File: config.mk
export PLATFORM = sky130hd
export DESIGN_NAME = plain_bitmap_text_parser
export DESIGN_NICKNAME = d
export VERILOG_FILES = /design/src/hw/rtl/pbtp_pkg.sv /design/src/hw/rtl/plain_bitmap_text_parser.sv
export SDC_FILE = /design/constraint.sdc
export NUM_CORES = 1
export LEC_CHECK = 0
export BUFFER_PORTS_ARGS = -buffer_cell sky130_fd_sc_hd__buf_2
export CORE_ASPECT_RATIO = 0.6
export CORE_MARGIN = 1.5
export CORE_UTILIZATION = 30
export DETAILED_ROUTE_END_ITERATION = 6
export PLACE_DENSITY = 0.54
export SLEW_MARGIN = 20
export SYNTH_ARGS = -nofsm -noshare
export SYNTH_HDL_FRONTEND = slang
export SYNTH_SLANG_ARGS = --single-unit
File: constraint.sdc
create_clock -name clk -period 20.1 [get_ports clk]
set_clock_uncertainty 0.2 [all_clocks]
set_input_delay 2.01 -clock clk [delete_from_list [all_inputs] [get_ports clk]]
set_output_delay 2.01 -clock clk [all_outputs]
set_load 0.005 [all_outputs]
File: src/hw/rtl/pbtp_pkg.sv
// ----------------------------------------------------------------------------
// pbtp_pkg
// Types and constants for the plain bitmap text parser: phase codes, input
// item kinds, result kinds, error codes, character codes and the result record.
// ----------------------------------------------------------------------------
package pbtp_pkg;

  // Parser phase
  typedef enum logic [3:0] {
    PH_MAGIC0,
    PH_MAGIC1,
    PH_MAGIC2,
    PH_BLANK1,
    PH_WIDTH,
    PH_HEIGHT,
    PH_BLANK2,
    PH_PIXELS,
    PH_DONE,
    PH_ERROR
  } phase_t;

  // Input item kinds (code 3 is unused and ignored)
  localparam logic [1:0] KIND_DATA    = 2'd0;
  localparam logic [1:0] KIND_EOF     = 2'd1;
  localparam logic [1:0] KIND_RESTART = 2'd2;

  // Result kinds
  localparam logic [1:0] RES_HEADER = 2'd0;
  localparam logic [1:0] RES_PIXEL  = 2'd1;
  localparam logic [1:0] RES_ERROR  = 2'd2;

  // Error codes
  localparam logic [1:0] ERR_MAGIC     = 2'd0;
  localparam logic [1:0] ERR_HEADER    = 2'd1;
  localparam logic [1:0] ERR_PREMATURE = 2'd2;
  localparam logic [1:0] ERR_DATA      = 2'd3;

  // Character codes
  localparam logic [7:0] CH_P     = 8'h50;
  localparam logic [7:0] CH_ONE   = 8'h31;
  localparam logic [7:0] CH_ZERO  = 8'h30;
  localparam logic [7:0] CH_NINE  = 8'h39;
  localparam logic [7:0] CH_HASH  = 8'h23;
  localparam logic [7:0] CH_LF    = 8'h0A;
  localparam logic [7:0] CH_CR    = 8'h0D;
  localparam logic [7:0] CH_TAB   = 8'h09;
  localparam logic [7:0] CH_SPACE = 8'h20;

  // One result item as held in the output queue
  typedef struct packed {
    logic [1:0]  result_kind;
    logic        pixel;
    logic [15:0] width;
    logic [15:0] height;
    logic [15:0] row;
    logic [15:0] column;
    logic [1:0]  error_code;
    logic        image_done;
    logic        last;
  } result_t;

endpackage

File: src/hw/rtl/plain_bitmap_text_parser.sv
// ----------------------------------------------------------------------------
// plain_bitmap_text_parser
// Byte-serial parser for plain-text (P1) bitmaps: magic check, header with
// comments, decimal dimensions, then one result per pixel in row-major order.
// ----------------------------------------------------------------------------
// The block takes one item (data byte, end-of-input mark or restart) per clock
// while the result side takes each result as it comes, and turns out results
// through a two-entry output queue. The single item that ends the height and
// produces both a header and an error holds in_stall high after it while the
// queue drains, since an item is taken only when both queue entries are free
// after this cycle's read. Dimensions are checked against 2**DIM_BITS - 1;
// width, height, row and column leave on 16-bit ports with their low 16 bits.
// After image completion or an error, items are dropped until a restart item
// arrives.
module plain_bitmap_text_parser #(
  parameter int DIM_BITS = 16
) (
  input  logic        clk,
  input  logic        rst_n,
  // input channel
  input  logic        in_valid,
  output logic        in_stall,
  input  logic [1:0]  in_kind,
  input  logic [7:0]  in_byte_req,
  // result channel
  output logic        out_valid,
  input  logic        out_stall,
  output logic [1:0]  out_result_kind,
  output logic        out_pixel,
  output logic [15:0] out_width,
  output logic [15:0] out_height,
  output logic [15:0] out_row,
  output logic [15:0] out_column,
  output logic [1:0]  out_error_code,
  output logic        out_image_done,
  output logic        out_last
);

  localparam int ACC_W = DIM_BITS + 4;
  localparam logic [ACC_W-1:0] DIM_MAX = {4'b0, {DIM_BITS{1'b1}}};

  // Parser state
  pbtp_pkg::phase_t    phase_r, phase_nxt;
  logic                in_comment_r, in_comment_nxt;
  logic [DIM_BITS-1:0] acc_r, acc_nxt;
  logic                saw_digit_r, saw_digit_nxt;
  logic [DIM_BITS-1:0] width_r, width_nxt;
  logic [DIM_BITS-1:0] height_r, height_nxt;
  logic [DIM_BITS-1:0] row_r, row_nxt;
  logic [DIM_BITS-1:0] col_r, col_nxt;

  // Output queue: slot 0 is the head
  pbtp_pkg::result_t   slot_r [2];
  pbtp_pkg::result_t   slot_nxt [2];
  logic [1:0]          count_r, count_nxt;

  logic                in_acc;
  logic                out_pop;

  // Byte classes
  logic                is_eof;
  logic                is_ws;
  logic                is_digit;
  logic                is_bit;
  logic                is_eol;

  // Digit accumulate
  logic [ACC_W-1:0]    acc_ext;
  logic [ACC_W-1:0]    acc_sum;
  logic                acc_over;

  // Pixel position advance
  logic [DIM_BITS:0]   col_inc;
  logic [DIM_BITS:0]   row_inc;

  // Result requests for this item
  logic                hdr_req;
  logic                hdr_done;
  logic                err_req;
  logic [1:0]          err_code;
  logic                pix_req;
  logic                pix_done;
  pbtp_pkg::result_t   res0, res1;
  logic [1:0]          res_n;

  // Zero-extended copies used to truncate to the 16-bit ports
  logic [DIM_BITS+15:0] width_ext, height_ext, row_ext, col_ext;

  assign out_pop  = out_valid && !out_stall;
  assign in_stall = !((count_r == 2'd0) || ((count_r == 2'd1) && out_pop));
  assign in_acc   = in_valid && !in_stall;

  // Classify the incoming byte
  assign is_eof   = (in_kind == pbtp_pkg::KIND_EOF);
  assign is_ws    = (in_byte_req == pbtp_pkg::CH_SPACE) ||
                    ((in_byte_req >= pbtp_pkg::CH_TAB) && (in_byte_req <= pbtp_pkg::CH_CR));
  assign is_digit = (in_byte_req >= pbtp_pkg::CH_ZERO) && (in_byte_req <= pbtp_pkg::CH_NINE);
  assign is_bit   = (in_byte_req == pbtp_pkg::CH_ZERO) || (in_byte_req == pbtp_pkg::CH_ONE);
  assign is_eol   = (in_byte_req == pbtp_pkg::CH_LF) || (in_byte_req == pbtp_pkg::CH_CR);

  // Accumulate one decimal digit: acc * 10 + d, flag overflow
  assign acc_ext  = {4'b0, acc_r};
  assign acc_sum  = (acc_ext << 3) + (acc_ext << 1) +
                    {{(ACC_W-4){1'b0}}, in_byte_req[3:0]};
  assign acc_over = (acc_sum > DIM_MAX);

  // Advance the pixel position
  assign col_inc  = {1'b0, col_r} + {{DIM_BITS{1'b0}}, 1'b1};
  assign row_inc  = {1'b0, row_r} + {{DIM_BITS{1'b0}}, 1'b1};

  // The header carries the height that is still in the accumulator
  assign width_ext  = {16'b0, width_r};
  assign height_ext = {16'b0, acc_r};
  assign row_ext    = {16'b0, row_r};
  assign col_ext    = {16'b0, col_r};

  // Next parser state and result requests
  always_comb begin
    phase_nxt      = phase_r;
    in_comment_nxt = in_comment_r;
    acc_nxt        = acc_r;
    saw_digit_nxt  = saw_digit_r;
    width_nxt      = width_r;
    height_nxt     = height_r;
    row_nxt        = row_r;
    col_nxt        = col_r;
    hdr_req        = 1'b0;
    hdr_done       = 1'b0;
    err_req        = 1'b0;
    err_code       = pbtp_pkg::ERR_MAGIC;
    pix_req        = 1'b0;
    pix_done       = 1'b0;

    if (in_acc) begin
      if (in_kind == pbtp_pkg::KIND_RESTART) begin
        phase_nxt      = pbtp_pkg::PH_MAGIC0;
        in_comment_nxt = 1'b0;
        acc_nxt        = '0;
        saw_digit_nxt  = 1'b0;
        width_nxt      = '0;
        height_nxt     = '0;
        row_nxt        = '0;
        col_nxt        = '0;
      end else if ((in_kind == pbtp_pkg::KIND_DATA) || is_eof) begin
        case (phase_r)
          pbtp_pkg::PH_MAGIC0: begin
            if (!is_eof && (in_byte_req == pbtp_pkg::CH_P)) begin
              phase_nxt = pbtp_pkg::PH_MAGIC1;
            end else begin
              err_req  = 1'b1;
              err_code = pbtp_pkg::ERR_MAGIC;
            end
          end
          pbtp_pkg::PH_MAGIC1: begin
            if (!is_eof && (in_byte_req == pbtp_pkg::CH_ONE)) begin
              phase_nxt = pbtp_pkg::PH_MAGIC2;
            end else begin
              err_req  = 1'b1;
              err_code = pbtp_pkg::ERR_MAGIC;
            end
          end
          pbtp_pkg::PH_MAGIC2: begin
            if (!is_eof && is_ws) begin
              phase_nxt = pbtp_pkg::PH_BLANK1;
            end else begin
              err_req  = 1'b1;
              err_code = pbtp_pkg::ERR_MAGIC;
            end
          end
          pbtp_pkg::PH_BLANK1, pbtp_pkg::PH_BLANK2: begin
            if (is_eof) begin
              err_req  = 1'b1;
              err_code = (phase_r == pbtp_pkg::PH_BLANK1) ? pbtp_pkg::ERR_HEADER
                                                          : pbtp_pkg::ERR_PREMATURE;
            end else if (in_comment_r) begin
              if (is_eol) begin
                in_comment_nxt = 1'b0;
              end
            end else if (is_ws) begin
              // skip whitespace
            end else if (in_byte_req == pbtp_pkg::CH_HASH) begin
              in_comment_nxt = 1'b1;
            end else if (phase_r == pbtp_pkg::PH_BLANK1) begin
              if (is_digit) begin
                acc_nxt       = {{(DIM_BITS-4){1'b0}}, in_byte_req[3:0]};
                saw_digit_nxt = 1'b1;
                phase_nxt     = pbtp_pkg::PH_WIDTH;
              end else begin
                err_req  = 1'b1;
                err_code = pbtp_pkg::ERR_HEADER;
              end
            end else if (is_bit) begin
              pix_req = 1'b1;
            end else begin
              err_req  = 1'b1;
              err_code = pbtp_pkg::ERR_DATA;
            end
          end
          pbtp_pkg::PH_WIDTH: begin
            if (is_eof) begin
              err_req  = 1'b1;
              err_code = pbtp_pkg::ERR_HEADER;
            end else if (is_digit) begin
              acc_nxt = acc_sum[DIM_BITS-1:0];
              if (acc_over) begin
                err_req  = 1'b1;
                err_code = pbtp_pkg::ERR_HEADER;
              end
            end else if (is_ws) begin
              width_nxt     = acc_r;
              acc_nxt       = '0;
              saw_digit_nxt = 1'b0;
              phase_nxt     = pbtp_pkg::PH_HEIGHT;
            end else begin
              err_req  = 1'b1;
              err_code = pbtp_pkg::ERR_HEADER;
            end
          end
          pbtp_pkg::PH_HEIGHT: begin
            if (!saw_digit_r) begin
              if (is_eof) begin
                err_req  = 1'b1;
                err_code = pbtp_pkg::ERR_HEADER;
              end else if (is_ws) begin
                // skip whitespace
              end else if (is_digit) begin
                acc_nxt       = {{(DIM_BITS-4){1'b0}}, in_byte_req[3:0]};
                saw_digit_nxt = 1'b1;
              end else begin
                err_req  = 1'b1;
                err_code = pbtp_pkg::ERR_HEADER;
              end
            end else if (!is_eof && is_digit) begin
              acc_nxt = acc_sum[DIM_BITS-1:0];
              if (acc_over) begin
                err_req  = 1'b1;
                err_code = pbtp_pkg::ERR_HEADER;
              end
            end else begin
              // Height complete: emit header, then decide what follows
              height_nxt    = acc_r;
              acc_nxt       = '0;
              saw_digit_nxt = 1'b0;
              hdr_req       = 1'b1;
              hdr_done      = (width_r == '0) || (acc_r == '0);
              if (hdr_done) begin
                phase_nxt = pbtp_pkg::PH_DONE;
              end else if (is_eof) begin
                err_req  = 1'b1;
                err_code = pbtp_pkg::ERR_PREMATURE;
              end else if (is_ws) begin
                phase_nxt = pbtp_pkg::PH_BLANK2;
              end else if (in_byte_req == pbtp_pkg::CH_HASH) begin
                in_comment_nxt = 1'b1;
                phase_nxt      = pbtp_pkg::PH_BLANK2;
              end else begin
                err_req  = 1'b1;
                err_code = pbtp_pkg::ERR_DATA;
              end
            end
          end
          pbtp_pkg::PH_PIXELS: begin
            if (is_eof) begin
              err_req  = 1'b1;
              err_code = pbtp_pkg::ERR_PREMATURE;
            end else if (is_ws) begin
              // skip whitespace
            end else if (is_bit) begin
              pix_req = 1'b1;
            end else begin
              err_req  = 1'b1;
              err_code = pbtp_pkg::ERR_DATA;
            end
          end
          default: begin
            // finished or failed: drop the item
          end
        endcase

        // Step the pixel position
        if (pix_req) begin
          phase_nxt = pbtp_pkg::PH_PIXELS;
          col_nxt   = col_inc[DIM_BITS-1:0];
          if (col_inc >= {1'b0, width_r}) begin
            col_nxt = '0;
            row_nxt = row_inc[DIM_BITS-1:0];
            if (row_inc >= {1'b0, height_r}) begin
              pix_done  = 1'b1;
              phase_nxt = pbtp_pkg::PH_DONE;
            end
          end
        end

        if (err_req) begin
          phase_nxt = pbtp_pkg::PH_ERROR;
        end
      end
    end
  end

  // Build the result items for this input item
  always_comb begin
    pbtp_pkg::result_t hdr_res, err_res, pix_res;

    hdr_res             = '0;
    hdr_res.result_kind = pbtp_pkg::RES_HEADER;
    hdr_res.width       = width_ext[15:0];
    hdr_res.height      = height_ext[15:0];
    hdr_res.image_done  = hdr_done;

    err_res             = '0;
    err_res.result_kind = pbtp_pkg::RES_ERROR;
    err_res.error_code  = err_code;

    pix_res             = '0;
    pix_res.result_kind = pbtp_pkg::RES_PIXEL;
    pix_res.pixel       = in_byte_req[0];
    pix_res.row         = row_ext[15:0];
    pix_res.column      = col_ext[15:0];
    pix_res.image_done  = pix_done;

    res0  = '0;
    res1  = '0;
    res_n = 2'd0;
    if (hdr_req && err_req) begin
      res0      = hdr_res;
      res1      = err_res;
      res1.last = 1'b1;
      res_n     = 2'd2;
    end else if (hdr_req) begin
      res0      = hdr_res;
      res0.last = 1'b1;
      res_n     = 2'd1;
    end else if (err_req) begin
      res0      = err_res;
      res0.last = 1'b1;
      res_n     = 2'd1;
    end else if (pix_req) begin
      res0      = pix_res;
      res0.last = 1'b1;
      res_n     = 2'd1;
    end
  end

  // Advance the output queue: pop the head, then append this item's results
  always_comb begin
    slot_nxt[0] = slot_r[0];
    slot_nxt[1] = slot_r[1];
    if (out_pop) begin
      slot_nxt[0] = slot_r[1];
    end
    // an item is taken only when the queue is empty after the pop
    if (res_n != 2'd0) begin
      slot_nxt[0] = res0;
      slot_nxt[1] = res1;
    end
    count_nxt = count_r - {1'b0, out_pop} + res_n;
  end

  // State registers
  always_ff @(posedge clk) begin
    if (!rst_n) begin
      phase_r      <= pbtp_pkg::PH_MAGIC0;
      in_comment_r <= 1'b0;
      acc_r        <= '0;
      saw_digit_r  <= 1'b0;
      width_r      <= '0;
      height_r     <= '0;
      row_r        <= '0;
      col_r        <= '0;
      count_r      <= 2'd0;
    end else begin
      phase_r      <= phase_nxt;
      in_comment_r <= in_comment_nxt;
      acc_r        <= acc_nxt;
      saw_digit_r  <= saw_digit_nxt;
      width_r      <= width_nxt;
      height_r     <= height_nxt;
      row_r        <= row_nxt;
      col_r        <= col_nxt;
      count_r      <= count_nxt;
    end
  end

  // Queue payload, no reset
  always_ff @(posedge clk) begin
    slot_r[0] <= slot_nxt[0];
    slot_r[1] <= slot_nxt[1];
  end

  // Drive the result ports from the queue head
  assign out_valid       = (count_r != 2'd0);
  assign out_result_kind = slot_r[0].result_kind;
  assign out_pixel       = slot_r[0].pixel;
  assign out_width       = slot_r[0].width;
  assign out_height      = slot_r[0].height;
  assign out_row         = slot_r[0].row;
  assign out_column      = slot_r[0].column;
  assign out_error_code  = slot_r[0].error_code;
  assign out_image_done  = slot_r[0].image_done;
  assign out_last        = slot_r[0].last;

  // Queue never holds more than two results
  a_count_max: assert property (@(posedge clk) disable iff (!rst_n)
    count_r != 2'd3)
    else $error("result queue overfilled");

  // An item is taken only when the queue is empty after this cycle's read
  a_accept_room: assert property (@(posedge clk) disable iff (!rst_n)
    in_acc |-> (count_r == 2'd0) || ((count_r == 2'd1) && out_pop))
    else $error("item taken without queue room");

  // With two results queued, only the second one closes the item
  a_pair_last: assert property (@(posedge clk) disable iff (!rst_n)
    (count_r == 2'd2) |-> (slot_r[1].last && !slot_r[0].last))
    else $error("last flag misplaced in result pair");

  // A finished or failed parser produces nothing until restart
  a_idle_silent: assert property (@(posedge clk) disable iff (!rst_n)
    (in_acc && (in_kind != pbtp_pkg::KIND_RESTART) &&
     ((phase_r == pbtp_pkg::PH_DONE) || (phase_r == pbtp_pkg::PH_ERROR)))
    |-> (res_n == 2'd0) && (phase_nxt == phase_r))
    else $error("result after finish or error");

endmodule

After elaboration in Yosys (flattened, before gate mapping) --
Memories as Yosys holds them, arrays and structs flattened. Index checks and enable logic that the tools add are counted.
Word-level totals: register bits 88, memory bits (writable) 142, input port bits 14, output and inout port bits 73, logic and storage cells 314, memories 1
Memory list:
- slot_r | words 2, bits a word 71, rd ports 2, clocked after Yosys merged registers in 0, wr ports 2, RTL line plain_bitmap_text_parser.sv:53 | pbtp_pkg::result_t slot_r [2];
Operators by class: add/subtract/negate cells 6, $lt $le $gt $ge 7, equality and inequality tests 54, muxes and demuxes 192, reductions and logical operators 45
Operators by type and width (count):
- 16-bit 2-to-1 mux | 34
- 71-bit 2-to-1 mux | 5
- 142-bit 2-to-1 mux | 1
- 1-bit 2-to-1 mux | 97
- 4-bit 2-to-1 mux | 24
- 70-bit 2-to-1 mux | 1
- 5-bit inequality test (second input constant) | 14
- 16-bit one-hot mux with 3 select lines | 1
- 2-bit 2-to-1 mux | 23
- 3-bit inequality test (second input constant) | 15
- 16-bit by 1-bit adder with 17-bit output (second input constant) | 2
- 17-bit by 16-bit >= comparator with 1-bit output | 2
- 8-bit by 6-bit equality test with 1-bit output (second input constant) | 4
- 16-bit logical NOT | 2
- 4-bit one-hot mux with 6 select lines | 1
- 12-bit AND reduction | 2
- 19-bit by 17-bit adder with 20-bit output | 1
- 20-bit by 4-bit adder with 20-bit output | 1
- 20-bit by 16-bit > comparator with 1-bit output (second input constant) | 1
- 19-bit AND reduction | 1
- 2-bit nonzero test | 9
- 4-bit by 3-bit equality test with 1-bit output (second input constant) | 4
- 8-bit by 4-bit equality test with 1-bit output (second input constant) | 2
- 4-bit inequality test (second input constant) | 3
- other kinds (33) | 54

Logic depth before layout (Yosys ltp) --
Gate-level depths: netlist of the first run.
word-level depth 21, gate-level depth with buffers 22, gate-level depth less buffers 21

Worst setup path after synthesis of the first run --
OpenSTA, ideal clock, no wires.
kind input-to-reg, from in in_byte_req[3], to mem slot_r[0][0] in the netlist's numbering, enable pin, arrival time 7121 ps, required time 18771 ps, path slack 11650 ps, cell stages on the path 14, buffers on the path 1, path through buf_6 -> inv_1 -> fa_1 -> inv_1 -> fa_1 -> a211oi_1 -> o21ai_0 -> o2bb2ai_1 -> o311ai_0 -> nand4_2 -> o31ai_4 -> nand4_1 -> o21ai_2 -> o21ai_0
RTL lines:
- from (decl) | RTL line plain_bitmap_text_parser.sv:24 | input logic [7:0] in_byte_req,
- to (decl) | RTL line plain_bitmap_text_parser.sv:53

Final worst setup path of the first run --
from in in_byte_req[3], to reg count_r[1]
On the way: longest elaborated chain between the ends 20, elaborated cells on any way between the ends 77, those cells by class 2 x add/sub; 5 x order compare; 5 x eq/ne; 56 x mux; 9 x reduce/logical
RTL lines:
- branches (longest 18 deep; another with 20-bit by 4-bit adder with 20-bit output)
- 2-bit 2-to-1 mux (*) | RTL line plain_bitmap_text_parser.sv:325 | if (hdr_req && err_req) begin
- 2-bit adder (*) | RTL line plain_bitmap_text_parser.sv:357 | count_nxt = count_r - {1'b0, out_pop} + res_n;
- to (signal assigned) | RTL line plain_bitmap_text_parser.sv:381 | count_r <= count_nxt;
- to (decl) | RTL line plain_bitmap_text_parser.sv:55 | logic [1:0] count_r, count_nxt;
Mark *: on every way between the ends. The select of a mux whose other input is x is not followed. A chain may end at the register's enable or synchronous reset.

==> out/metrics.yaml, run 1 <==
routing:
  drt_first_pass_iters: 6
  wl_per_cell_um: 18.0
  via_count: 8330
  viasPerCell: 5.24
  drt-total-wl_mm: 28.7
  drt_iter0_drc: 853
  ant_nets: 0
  route.detailed.drc: 0
final_layout:
  area_growth_pct: 9.38
  fin_cells: 1590
  utilization_pct: 33.7
  layout.nets: 1210
  final_area_mm2: 0.0110
  drive_gt1_share_pct: 13.7
  antennaDiodeCount: 0
global_route:
  grt_pass1_wl_mm: 45.0
  grt_max_degree: 66
  grt_remaining_overflow: 0
  antenna_found_initial: 0
  grt_pass1_vias: 7634
  grt_usage_pct: 16.8
run:
  cap_violations: 0
worst_setup_path:
  cp_slowest_cell: "fa_1"
  cp_data_arrival_time_ns: 6.75
  cp.required_ns: 20.22
  start_kind: "input port"
  cp_cell_sequence: "buf_2 -> inv_1 -> fa_1 -> inv_1 -> fa_1 -> a211oi_1 -> o21ai_0 -> o2bb2ai_1 -> o311ai_0 -> nand4_2 -> o31ai_4 -> nand4_1 -> o21ai_2 -> inv_2 -> o21ai_0 -> ha_1 -> inv_1 -> ha_1 -> xnor2_1 -> xnor2_1 -> xnor2_1 -> nor2_1"
  cp_slowest_stage_delay_ns: 0.53
  path_class: "in -> reg"
  cp-end-kind: "flop"
  path_max_fanout: 9
timing:
  min_period_ns: 6.64
  max-slew-margin-rel_pct: 32.7
  whs_ns: 0.275
  min_period_over_period_pct: 33.0
  grt_setup_unrepaired: "no"
  slew_viol_final: 0
  setup_viol: 0
  tightest_slew_ns: 1.00
  max_freq_ghz: 0.151
  finalHoldViolCount: 0
  setup_slack_ns: 13.46
  fin_setup_tns_ns: 0
synthesis:
  synth_area_leader_cell: "edfxtp_1"
  ys_seq_area_share_pct: 39.5
  ys_warn_count: 0
  synth_most_common_cell: "a21oi_1"
  synth.avg_cell_area_um2: 8.87
  yosysTopAreaCellShare_pct: 22.0
  yosys-top-cells-area: "edfxtp_1, dfxtp_1, ha_1, a21oi_1, buf_4"
  synth_enable_flop_cells: 74
  syn_nets: 1220
  async_flop_share_pct: 0
  synthCells: 1137
  synth.distinct_cells: 77
  yosys-top-cells-count: "a21oi_1, nor2_1, dfxtp_1"
  ys.flop_type: "dfxtp_1"
  ys_seq_elements: 162
  netlist_area_mm2: 0.0101
floorplan:
  dieHeight_um: 145
  start_util_pct: 30.8
  fp.dieW_um: 240
  fp.coreArea_mm2: 0.0327
  ios: 87
  die_area_mm2: 0.0348
  fp-row-count: 51
clocking:
  cts_num_sinks: 162
  clock_path_buffers: 2
  post-cts-setup-buffer-count: 0
  postCtsHoldBufs: 0
  cts_resized: 0
  htree_levels: 4
  insertion_delay_ns: 0.46
  cts-root-buf: "clkbuf_16"
  cts_tree: "done"
  cts_buffers: 17
  clkSlewWorstSetupHoldPaths_ns: 0.07
pwr:
  power.leakage_nw: 4.48
  p_total_uw: 887
  power_density_mw_per_mm2: 80.4
  ir_drop_v: 0.0000661
hold_path:
  hold_class: "reg -> reg"
placement:
  io_buffers: 86
  placed_cell_area_mm2: 0.0104
  hpwl_mm: 21.2
  pre_cts_ws_ns: 13.03
  gp_congestion: 0.890
  placed_cells: 1557
outcome:
  status: "finished, final reports clean"
where the power goes:
part           internal, mW  switching (mW)
Sequential            0.396          0.0197
Clock                 0.184           0.146
Combinational        0.0498          0.0924
Total                 0.629           0.258
cell type report:
class / count / area, µm²
inverters: 47 / 176
fillers: 3386 / 21700
clock buffers: 18 / 429
repair buffers: 97 / 533
flip-flops and latches: 162 / 3980
clock inverters: 14 / 153
well taps: 450 / 563
multi-input cells: 802 / 5190
cell usage in the layout, fill, tap and decap left out, types with 4 or more instances in the layout:
cell type | Yosys | final
and4_1 | 4 | 4
a211o_1 | 5 | 5
a21oi_1 | 117 | 117
o21ai_0 | 45 | 43
nor2b_1 | 4 | 4
edfxtp_1 | 74 | 74
xor2_1 | 22 | 22
a21o_1 | 19 | 19
o2bb2ai_1 | 4 | 4
inv_6 | 0 | 5
nand2b_1 | 10 | 10
buf_2 | 7 | 86
and2_1 | 18 | 18
nor2_1 | 103 | 102
buf_4 | 69 | 10
o21a_1 | 10 | 10
ha_1 | 67 | 67
a31oi_1 | 4 | 4
nand3b_1 | 16 | 16
o2111ai_1 | 4 | 4
xnor2_1 | 22 | 22
a31o_2 | 4 | 4
and3_1 | 53 | 53
nand2_1 | 85 | 85
a22oi_1 | 14 | 14
o21ai_1 | 8 | 9
nor4_1 | 15 | 15
nand4_1 | 9 | 9
or3_1 | 7 | 7
clkbuf_16 | 0 | 17
inv_1 | 46 | 45
a211oi_1 | 6 | 6
nand3_1 | 48 | 48
nor3_1 | 15 | 14
dfxtp_1 | 88 | 88
state kept, by name (all words and copies together) (netlist names):
register      flops
col_r            16
phase_r           4
row_r            16
height_r         16
acc_r            16
saw_digit_r       1
slot_r           74
width_r          16
in_comment_r      1
count_r           2
kinds of logic (layout without fill, tap and decap cells):
family / count (synthesis) / count (layout) / synth area share, %
simple gates: 400 / 400 / 20.1
mux: 4 / 4 / 0.409
xor+xnor: 44 / 44 / 3.82
buf+inv: 173 / 176 / 9.24
compound gates: 285 / 285 / 18.2
fa+ha+maj: 69 / 69 / 8.71
flops: 162 / 162 / 39.5
layer usage:
metal / GRT usage, % / wire [µm] / share of wire, % / vias to the layer above
li1: - / - / - / 4045
met1: 27.0 / 15400 / 54 / 3998
met2: 21.4 / 11200 / 39 / 268
met3: 4.13 / 1820 / 6.4 / 19
met4: 4.40 / 300 / 1.0 / 0
met5: 0 / 0 / 0 / -
worst max-delay path: cells and delay by family:
| family | cells | cell delay (ns) |
|---|---|---|
| AO/OA/AOI/OAI | 7 | 1.85 |
| AND/OR/NAND/NOR | 3 | 0.47 |
| buffers and inverters | 5 | 0.54 |
| XOR/XNOR | 3 | 0.42 |
| adder cells (fa/ha/maj) | 4 | 1.46 |
worst paths after layout:
path | end | from | depth (start not counted) | slack, ns
worst min-delay path | width_r[3]$_SDFFE_PN0P_ | width_r[3]$_SDFFE_PN0P_ | 2 | 0.28
worst min register to register | width_r[3]$_SDFFE_PN0P_ | width_r[3]$_SDFFE_PN0P_ | 2 | 0.28
worst max-delay path | count_r[1]$_SDFF_PN0_ | in_byte_req[3] | 22 | 13.46
worst max register to register | row_r[5]$_SDFFE_PN0P_ | col_r[0]$_SDFFE_PN0P_ | 16 | 14.51
No activity file was read; power rests on OpenSTA's default activity.
==> run 2, diff against run 1 <==
clock period = 6.5 ns   (was 20.1 ns; I/O delays follow)
==> run 2 against run 1 <==
  * First-iteration DRC count fell by 7.5%
  * Cell count barely moved
  * Clock-buffer cell count rose by 1
  * Flip-flop and latch count did not move
  * Non-clock buffer count rose by 1
  * Core utilization barely moved
  * Wire length rose by 0.89%
  * Cell area barely moved
  * Critical path depth fell by 1
  * Largest cell class unchanged
  * Highest routed layer unchanged
==> out/metrics.yaml, run 2 (same netlist as run 1, synthesis figures left out) <==
outcome:
  status: "finished, final reports clean"
routing:
  route.detailed.drc: 0
  ant_nets: 0
  drt-total-wl_mm: 28.9
  wl_per_cell_um: 18.2
  drt_iter0_drc: 789
  via_count: 8274
  viasPerCell: 5.20
  drt_first_pass_iters: 5
worst_setup_path:
  cp_slowest_cell: "dfxtp_1"
  cp_cell_sequence: "inv_1 -> fa_1 -> inv_1 -> fa_1 -> a211oi_1 -> o21ai_0 -> o2bb2ai_1 -> o311ai_0 -> nand4_2 -> o31ai_4 -> nand4_1 -> o21ai_2 -> inv_2 -> o21ai_0 -> ha_1 -> inv_1 -> ha_1 -> xnor2_1 -> xnor2_1 -> xnor2_1 -> nor2_1"
  path_class: "reg -> reg"
  cp_slowest_stage_delay_ns: 0.53
  path_max_fanout: 6
  start_kind: "flop"
  cp-end-kind: "flop"
  cp_data_arrival_time_ns: 5.49
  cp.required_ns: 6.61
timing:
  fin_setup_tns_ns: 0
  min_period_ns: 5.39
  max-slew-margin-rel_pct: 34.9
  max_freq_ghz: 0.186
  min_period_over_period_pct: 82.9
  finalHoldViolCount: 0
  tightest_slew_ns: 0.976
  setup_viol: 0
  grt_setup_unrepaired: "no"
  slew_viol_final: 0
placement:
  gp_congestion: 0.885
  hpwl_mm: 21.4
  io_buffers: 86
hold_path:
  hold_class: "reg -> reg"
final_layout:
  final_common_cell: "a21oi_1"
  utilization_pct: 33.7
  largest-register: "slot_r"
  area_growth_pct: 9.35
  layout.nets: 1211
  antennaDiodeCount: 0
  mostFrequentLayoutCells: "a21oi_1, nor2_1, dfxtp_1"
  drive_gt1_share_pct: 13.8
  largest_register_ffs: 74
clocking:
  htree_levels: 4
  clkSlewWorstSetupHoldPaths_ns: 0.07
  cts_tree: "done"
  clock_path_buffers: 2
  cts_resized: 0
  insertion_delay_ns: 0.45
  cts_buffers: 17
  cts-root-buf: "clkbuf_16"
  cts_num_sinks: 162
  post-cts-setup-buffer-count: 0
  postCtsHoldBufs: 0
pwr:
  power_density_mw_per_mm2: 249
  power.leakage_nw: 4.49
  ir_drop_v: 0.000197
global_route:
  grt_pass1_vias: 7596
  grt_remaining_overflow: 0
  antenna_found_initial: 0
  grt_pass1_wl_mm: 45.2
  grt_max_degree: 76
  grt_usage_pct: 16.9
run:
  cap_violations: 0
floorplan:
  die_area_mm2: 0.0348
  fp-row-count: 51
  dieHeight_um: 145
  fp.coreArea_mm2: 0.0327
  ios: 87
  start_util_pct: 30.8
  fp.dieW_um: 240
==> run 2: cell count changes in the layout (fill, tap and decap cells not counted), sizes merged <==
cell,delta
clkinv,-1
clkbuf,+1
buf,+1
inv,+1
clkinvlp,-1
==> run 2: where the power goes <==
| part | internal, mW | leakage [nW] | switching [mW] |
|---|---|---|---|
| registers | 1.22 | 1.43 | 0.0592 |
| clock network | 0.583 | 0.285 | 0.452 |
| logic | 0.141 | 2.77 | 0.287 |
| total | 1.95 | 4.49 | 0.799 |
==> run 2: layer usage <==
metal  global-route usage (%)  wire [µm]  up-vias
li1                         -          -     4033
met1                     27.2      15700     3961
met4                     4.34        347        0
met3                     3.41       1670       24
met2                     21.9      11200      256
met5                        0          0        -
==> run 2: area by class of cell <==
class,instances,area (µm²)
multi-input combinational,802,5200
clock buffer,19,443
inverter,47,176
clock inverter,13,148
sequential,162,3980
fill,3439,21700
timing repair buffer,98,520
tap,450,563
==> run 2: metrics by stage <==
stage / std cells / area (µm²) / worst slack, ns / power (mW) / hold slack (ns)
2_1_floorplan: 1137 / 10100 / 0.290 / 1.65 / 0.245
3_3_place_gp: 1559 / 10400 / 0.961 / 1.74 / 0.260
3_5_place_dp: 1559 / 10400 / 0.837 / 1.74 / 0.264
4_1_cts: 1591 / 11000 / 1.14 / 2.77 / 0.273
5_1_grt: 1591 / 11000 / 0.807 / 2.86 / 0.290
6_report: 1591 / 11000 / 1.11 / 2.75 / 0.273
==> run 2: critical path: cells and delay by family (launching register included) <==
kind                       cells  cell delay [ns]
AOI/OAI and AO/OA              7             1.85
adders and majority gates      4             1.39
DFF                            1             0.53
and+or+nand+nor                3             0.46
xor gates and xnor gates       3             0.43
buffers and inverters          4             0.38
==> run 2: final timing paths <==
| check | startpoint | cells past startpoint | slack (ns) | to |
|---|---|---|---|---|
| setup / recovery | acc_r[2]$_SDFFE_PN0P_ | 21 | 1.11 | count_r[1]$_SDFF_PN0_ |
| hold / removal | width_r[1]$_SDFFE_PN0P_ | 2 | 0.27 | width_r[1]$_SDFFE_PN0P_ |
| setup reg to reg | acc_r[2]$_SDFFE_PN0P_ | 21 | 1.11 | count_r[1]$_SDFF_PN0_ |
| hold reg to reg | width_r[1]$_SDFFE_PN0P_ | 2 | 0.27 | width_r[1]$_SDFFE_PN0P_ |
